### config.mk
export PLATFORM = sky130hd
export DESIGN_NAME = lrx_angle_div
export DESIGN_NICKNAME = d
export VERILOG_FILES = /design/src/lidar_range_to_xyz_top_macros.svh /design/src/lrx_pkg.sv /design/src/lrx_angle_div.sv
export SDC_FILE = /design/constraint.sdc
export NUM_CORES = 1
export LEC_CHECK = 0
export ABC_AREA = 1
export BUFFER_PORTS_ARGS = -buffer_cell sky130_fd_sc_hd__buf_2
export CAP_MARGIN = 20
export CORE_MARGIN = 10
export CORE_UTILIZATION = 30
export DETAILED_ROUTE_END_ITERATION = 8
export GPL_TIMING_DRIVEN = 0
export RECOVER_POWER = 50
export SYNTH_ARGS = -nofsm -noshare
export SYNTH_HDL_FRONTEND = slang
export SYNTH_SLANG_ARGS = --single-unit
### constraint.sdc
create_clock -name clock -period 15.9 [get_ports clock]
set_clock_uncertainty 0.1 [all_clocks]
set_input_delay 0.795 -clock clock [delete_from_list [all_inputs] [get_ports clock]]
set_output_delay 0.795 -clock clock [all_outputs]
set_load 0.01 [all_outputs]
### src/lidar_range_to_xyz_top_macros.svh
// Assertion macros for the lidar range-to-xyz RTL.
`ifndef LIDAR_RANGE_TO_XYZ_TOP_MACROS_SVH
`define LIDAR_RANGE_TO_XYZ_TOP_MACROS_SVH

// Check a property on every rising clock edge outside reset.
`define LRX_ASSERT(lbl, prop, msg) \
   lbl: assert property (@(posedge clock) disable iff (reset) (prop)) else $error(msg);

// Check that the consequent holds in the cycle after the trigger.
`define LRX_ASSERT_NEXT(lbl, trig, cons, msg) \
   lbl: assert property (@(posedge clock) disable iff (reset) (trig) |=> (cons)) \
      else $error(msg);

`endif

### src/lrx_pkg.sv
// Shared constants, types and helper functions for the lidar range-to-xyz block.
package lrx_pkg;

   localparam int unsigned MAX_RAYS        = 65536;
   localparam int unsigned TRIG_ITERATIONS = 16;
   localparam int unsigned ATAN_LEN        = 24;

   localparam int unsigned RANGE_W = 24;
   localparam int unsigned CNT_W   = 17;
   localparam int unsigned POS_W   = 16;
   localparam int unsigned OUT_W   = 25;
   localparam int unsigned TRIG_W  = 17;
   localparam int unsigned ANGLE_W = 32;
   localparam int unsigned CW      = 34;
   localparam int unsigned SHIFT_W = 5;
   localparam int unsigned CSR_IDX_W = 3;

   localparam logic [CSR_IDX_W-1:0] CSR_COLUMNS   = 3'd0;
   localparam logic [CSR_IDX_W-1:0] CSR_ROWS      = 3'd1;
   localparam logic [CSR_IDX_W-1:0] CSR_FOV_H     = 3'd2;
   localparam logic [CSR_IDX_W-1:0] CSR_FOV_V     = 3'd3;
   localparam logic [CSR_IDX_W-1:0] CSR_RANGE_MIN = 3'd4;
   localparam logic [CSR_IDX_W-1:0] CSR_RANGE_MAX = 3'd5;

   localparam logic [RANGE_W-1:0] NO_RETURN   = 24'hFF_FFFF;
   localparam logic signed [CW-1:0] CORDIC_GAIN = 34'sd652032874;

   typedef logic signed [CW-1:0] cordic_word_type;

   typedef logic [ANGLE_W-1:0] atan_table_type [ATAN_LEN];
   localparam atan_table_type ATAN_TURN = '{
      32'h20000000, 32'h12E4051E, 32'h09FB385B, 32'h051111D4, 32'h028B0D43, 32'h0145D7E1,
      32'h00A2F61E, 32'h00517C55, 32'h0028BE53, 32'h00145F2F, 32'h000A2F98, 32'h000517CC,
      32'h00028BE6, 32'h000145F3, 32'h0000A2F9, 32'h0000517C, 32'h000028BE, 32'h0000145F,
      32'h00000A2F, 32'h00000517, 32'h0000028B, 32'h00000145, 32'h000000A2, 32'h00000051
   };

   // Round a Q3.30 value to Q1.15 and clamp to +-1.0.
   function automatic logic signed [TRIG_W-1:0] to_q15(input cordic_word_type v);
      logic signed [CW-1:0] r;
      r = (v + cordic_word_type'(34'sd16384)) >>> 15;
      if (r > 34'sd32768)
         return 17'sd32768;
      else if (r < -34'sd32768)
         return -17'sd32768;
      else
         return r[TRIG_W-1:0];
   endfunction

endpackage

### src/lrx_angle_div.sv
// Beam angle unit: rounded fov*(count-1-2*index)*2^21 / (90*(count-1)), one bit a cycle.
module lrx_angle_div
   import lrx_pkg::*;
(
   input  logic                clock,
   input  logic                reset,
   input  logic                start,
   input  logic [CNT_W-1:0]    fov,
   input  logic [CNT_W-1:0]    count,
   input  logic [POS_W-1:0]    index,
   output logic [ANGLE_W-1:0]  angle,
   output logic                done
);

   localparam int unsigned NUM_W  = 56;
   localparam int unsigned DEN_W  = 24;
   localparam int unsigned PROD_W = 2 * CNT_W;
   localparam int unsigned BIT_W  = $clog2(NUM_W);

   typedef enum logic [1:0] {D_IDLE, D_MUL, D_RUN, D_DONE} div_state_type;

   div_state_type        state_ff;
   logic                 zero_ff, neg_ff, done_ff;
   logic [CNT_W-1:0]     fov_ff, mag_ff;
   logic [DEN_W-1:0]     den_ff;
   logic [NUM_W-1:0]     num_ff;
   logic [DEN_W-1:0]     rem_ff;
   logic [ANGLE_W-1:0]   quo_ff, angle_ff;
   logic [BIT_W-1:0]     bit_ff;

   logic [CNT_W-1:0]     cm1;
   logic signed [CNT_W+1:0] n_val;
   logic [CNT_W+1:0]     n_abs;
   logic [DEN_W:0]       trial;
   logic                 qbit;
   logic [DEN_W-1:0]     rem_in;

   always_comb begin
      cm1   = count - 17'd1;
      n_val = $signed({2'b00, cm1}) - $signed({2'b00, index, 1'b0});
      n_abs = n_val[CNT_W+1] ? 19'(-n_val) : 19'(n_val);
      trial = {rem_ff, num_ff[NUM_W-1]};
      qbit  = trial >= {1'b0, den_ff};
      rem_in = qbit ? DEN_W'(trial - {1'b0, den_ff}) : trial[DEN_W-1:0];
   end

   always_ff @(posedge clock) begin
      if (reset) begin
         state_ff <= D_IDLE;
         done_ff  <= 1'b0;
      end else begin
         done_ff <= 1'b0;
         case (state_ff)
            D_IDLE: begin
               if (start) begin
                  zero_ff  <= count <= 17'd1;
                  neg_ff   <= n_val[CNT_W+1];
                  mag_ff   <= n_abs[CNT_W-1:0];
                  fov_ff   <= fov;
                  den_ff   <= DEN_W'(cm1) * DEN_W'(7'd90);
                  state_ff <= D_MUL;
               end
            end
            D_MUL: begin
               num_ff   <= NUM_W'({PROD_W'(fov_ff) * PROD_W'(mag_ff), 21'd0})
                           + NUM_W'(den_ff >> 1);
               rem_ff   <= '0;
               quo_ff   <= '0;
               bit_ff   <= BIT_W'(NUM_W - 1);
               state_ff <= D_RUN;
            end
            D_RUN: begin
               rem_ff <= rem_in;
               num_ff <= {num_ff[NUM_W-2:0], 1'b0};
               quo_ff <= {quo_ff[ANGLE_W-2:0], qbit};
               bit_ff <= bit_ff - 1'b1;
               if (bit_ff == '0)
                  state_ff <= D_DONE;
            end
            D_DONE: begin
               angle_ff <= zero_ff ? '0 : (neg_ff ? (~quo_ff + 1'b1) : quo_ff);
               done_ff  <= 1'b1;
               state_ff <= D_IDLE;
            end
            default: state_ff <= D_IDLE;
         endcase
      end
   end

   assign angle = angle_ff;
   assign done  = done_ff;

endmodule

# Word level (Yosys, flattened, before mapping)
# Index checks and enable logic that the tools add are counted.
# word_totals
wordCells,48
input_bits,53
output_inout_bits,33
regBits,212
# op_classes
order_cmp,2
muxes,11
addsub,7
n_reduce_logical,7
eq_ne,5
n_mul,2
bitwise_logic,2
# ops
cell,count
$pmux 56 s2,1
$pmux 32 s2,1
$add 55x23->56,1
$pmux 24 s2,1
$mul 17x17->34,1
$add 32x1->32 const B,1
$mux 32,1
$not 32->32,1
$ge 25x24->1,1
$mux 24,1
$sub 24x24->24,1
$mul 17x6->23 const B,1
$sub 17x17->18,1
$le 17x1->1 const B,1
$mux 17,1
$neg 17->17,1
$sub 17x1->17 const B,1
$pmux 6 s2,1
$pmux 2 s4,1
$logic_not 6->1,1
$reduce_and 2->1,3
$sub 6x1->6 const B,1
$eq 2x2->1 const B,2
$mux 2,2
7 further kinds,8

# Logic depth before layout (Yosys ltp)
# logic_depth
depth_word,4
depth_mapped,34
ltp_nobuf,32

# Worst setup path before layout
# No wires, ideal clock.
# synth_path
path_kind,input port to flip-flop
start,in reset
end,"reg bit_ff[0], enable pin"
stages,1
arrival_ns,5.671
t_required_ns,15.200
path_slack_ns,9.529
setup_ns,0.600
path_buffers,0
path_cell_list,nor2_1
# synth_via
elab_chain_len,2
# synth_lines
element,line,text
start: declaration,lrx_angle_div.sv:6,"input logic reset,"
$not 1->1 (no source line),--,
$reduce_and 2->1 (no source line),--,
end signal: assignment,lrx_angle_div.sv:69,bit_ff <= BIT_W'(NUM_W - 1);
end signal: assignment,lrx_angle_div.sv:76,bit_ff <= bit_ff - 1'b1;
end: declaration,lrx_angle_div.sv:29,logic [BIT_W-1:0] bit_ff;
# No other way between the ends.
# A chain may end at the register's enable or synchronous reset.

# Worst setup path in the final report
# layout_path
start,reg fov_ff[5]
end,"reg num_ff[50], data pin"
# layout_via
elab_chain_len,3
# layout_lines
element,line,text
start: declaration,lrx_angle_div.sv:24,"logic [CNT_W-1:0] fov_ff, mag_ff;"
start signal: assignment,lrx_angle_div.sv:59,fov_ff <= fov;
$mul 17x17->34,lrx_angle_div.sv:65,"num_ff <= NUM_W'({PROD_W'(fov_ff) * PROD_W'(mag_ff), 21'd0})"
$add 55x23->56,lrx_angle_div.sv:66,+ NUM_W'(den_ff >> 1);
$pmux 56 s2,lrx_angle_div.sv:53,case (state_ff)
end signal: assignment,lrx_angle_div.sv:65,
end signal: assignment,lrx_angle_div.sv:74,"num_ff <= {num_ff[NUM_W-2:0], 1'b0};"
end: declaration,lrx_angle_div.sv:26,logic [NUM_W-1:0] num_ff;
# No other way between the ends.

==> run metrics <==
max_cap viols=6; CP endpoint=num_ff[50]$_DFFE_PP_; # port buffers=85; die area=96100 um^2; routed vias=20300; syn_nets=3779; placed cell area=27100 um^2; DRC viols=0; grt total ovfl=0; root buffer cell=clkbuf_16; simple-gate share of the synthesized area=0.236; post-synthesis sequential area ratio=0.251; Mean Syn Cell Area=7.72 um^2; Mapped Cells=3270; largest fanout on the critical path=10; Post-synth EDFFs=209; synthesis-stage register bit count=212; FF-to-FF End=num_ff[50]$_DFFE_PP_; Clock Sinks=212; Clk Latency, worst-skew pair=0.56 ns; Yosys top cell area share=0.249; cell count of the worst reg-to-reg path=26; # rows=106; first-pass iteration count of the detailed router=5; Async SR Flop Fraction=0; CTS Buf Count=24; initial core utilization=0.302; post-CTS setup buffer count=0; Synth Cell Area=25200 um^2; share of layout cells above drive strength 1=0.0591; area delta synth->final=10.0%; fillers=8964; post-CTS sizing=0; Synth top cells by count=nand2_1 (909), inv_1 (746), fa_1 (255); Synth Area in Adders=0.302; Worst EP required=16.11 ns; cts-stage hold buffer count=0; final wirelength=65.2 mm; commonest register cell after synthesis=edfxtp_1; pin count of the biggest net entering global routing=35; drt via density=4.53; post-route cell area=27800 um^2; CTS tree=built; top-count cell post-synth=nand2_1; CP endpoint kind=flip-flop; CTS Buffer Depth=3; max_slew headroom=-0.614; CTS clock-pin slew for the worst setup and hold paths=0.07 ns; vias in the first global route=20400; Synth Area in XOR/XNOR=0.0295; R2R setup slack=8.18 ns; drt wl/cell=14.6 um; Worst Tran Pin Value=2.41 ns; Post-DP HPWL=52.6 mm; unrepaired setup endpoints after global routing=false; status=finished with violations; post-route setup TNS=0 ns; crit path from=fov_ff[5]$_DFFE_PP_; initial antenna violation count=2; Antenna diodes=0; Final Wtd Congestion=0.912; post-synthesis mux area share=0; critical path class=flip-flop to flip-flop; crit path launch type=flip-flop; final period utilization=0.485; Final ANT Viol Nets=0; worst reg2reg path startpoint=fov_ff[5]$_DFFE_PP_; die height=310 um; core area=83600 um^2; first-pass GRT wire length=107 mm; yosys warns=0; hold crit path type=input port to flip-flop; Compound-Gate Fraction of Synth Area=0.0518; GRT Overall Usage=0.137; largest cells by area after synthesis=edfxtp_1 (25%), fa_1 (20%), nand2_1 (14%), inv_1 (11%), ha_1 (10%); cell taking the most area after synthesis=edfxtp_1; largest family of logic cells by synthesized area=adder cells; Arrival @ worst endpoint=7.93 ns; Pins Over Slew Limit=191; Die Wd=310 um; H-tree levels=1; fin crit period=7.72 ns; failing checks=capacitance limit, slew limit; Final Hold Fails=0; Ports=86; Final setup viols=0; DRT iter0 DRCs=1228; Nets=3895; distinct cell type count after synthesis=51; fmax=130 MHz
layer usage:
| layer | global-route usage | wire [um] | vias up |
|---|---|---|---|
| li1 | - | - | 10200 |
| met4 | 0.0344 | 1600 | 2 |
| met3 | 0.0231 | 3790 | 94 |
| met1 | 0.177 | 29000 | 9532 |
| met5 | 0 | 13 | - |
| met2 | 0.237 | 30800 | 482 |
layout by cell type, fill, tap and decap left out, drive strengths merged, types with 5 or more instances in the layout:
cell type,netlist,layout
edfxtp,209,209
a21o,6,6
xnor2,27,27
ha,201,201
a21oi,101,101
nand3,142,142
nor3,28,28
nor4,5,5
fa,255,255
clkbuf,91,163
inv,767,769
xor2,58,58
nand3b,7,7
nand4,31,31
o21ai,109,109
o21bai,5,5
nor2,231,231
buf,7,57
o21a,5,5
nand2,946,946
clkinv,3,10
through the flow:
stage / setup slack [ns] / utilization / instances / hold slack (ns)
2_1_floorplan: 9.53 / - / 3270 / 0.376
3_3_place_gp: 6.94 / 0.323 / 4435 / 0.400
3_5_place_dp: 8.33 / 0.325 / 4440 / 0.404
4_1_cts: 8.30 / 0.334 / 4483 / 0.268
5_1_grt: 7.80 / 0.332 / 4483 / 0.287
6_report: 8.18 / 0.332 / 4483 / 0.305
cells by family after synthesis:
group | Yosys count
fa+ha+maj | 456
buf+inv | 868
simple gates | 1406
compound gates | 243
xor+xnor | 85
flops | 212
how the worst min path moves through the flow:
stage                                  start                       end  slack [ns]  depth (start not counted)
finish                                fov[3]       fov_ff[3]$_DFFE_PP_        0.31                          1
global route                          fov[1]       fov_ff[1]$_DFFE_PP_        0.29                          1
CTS                                   fov[3]       fov_ff[3]$_DFFE_PP_        0.27                          1
detailed placement      num_ff[50]$_DFFE_PP_      num_ff[51]$_DFFE_PP_        0.40                          2
global placement        num_ff[45]$_DFFE_PP_      num_ff[46]$_DFFE_PP_        0.40                          2
floorplan           state_ff[1]$_SDFFE_PP0P_  state_ff[1]$_SDFFE_PP0P_        0.38                          2
area by class of cell:
class                      instances  area, um^2  share of cell area
clock buffer                      32         671              0.0242
timing repair buffer              90         402              0.0145
multi-input combinational       2190       15600               0.563
inverter                         770        2890               0.104
buffer                            98         383              0.0138
tap                             1080        1350              0.0487
sequential                       212        6340               0.228
clock inverter                    11         101             0.00365
registers in the layout (all words and copies together), names as in the netlist, 6 cells and up:
register / count
angle: 32
num_ff: 56
fov_ff: 17
bit_ff: 6
rem_ff: 24
den_ff: 23
mag_ff: 17
quo_ff: 32
worst max-delay path, cell delays in order (launching register included):
cell      delay, ns
edfxtp_1       0.32
clkbuf_1       0.57
clkbuf_1       0.67
nand2_1        0.18
fa_1           0.56
inv_1          0.05
fa_1           0.46
fa_1           0.55
fa_1           0.55
fa_1           0.55
inv_1          0.05
fa_1           0.59
inv_1          0.06
ha_1           0.41
nand2_1        0.12
nor2_1         0.19
inv_2          0.07
nor2_2         0.19
nand3_1        0.21
nand4_1        0.15
nand2_1        0.12
nor2_1         0.16
nand2_1        0.14
nor2_4         0.19
nand3_1        0.08
nand3_1        0.11
nand2_1        0.06
Power is not shown: default switching activity piles up to over one toggle a cycle in this logic, so the estimate is an artifact.
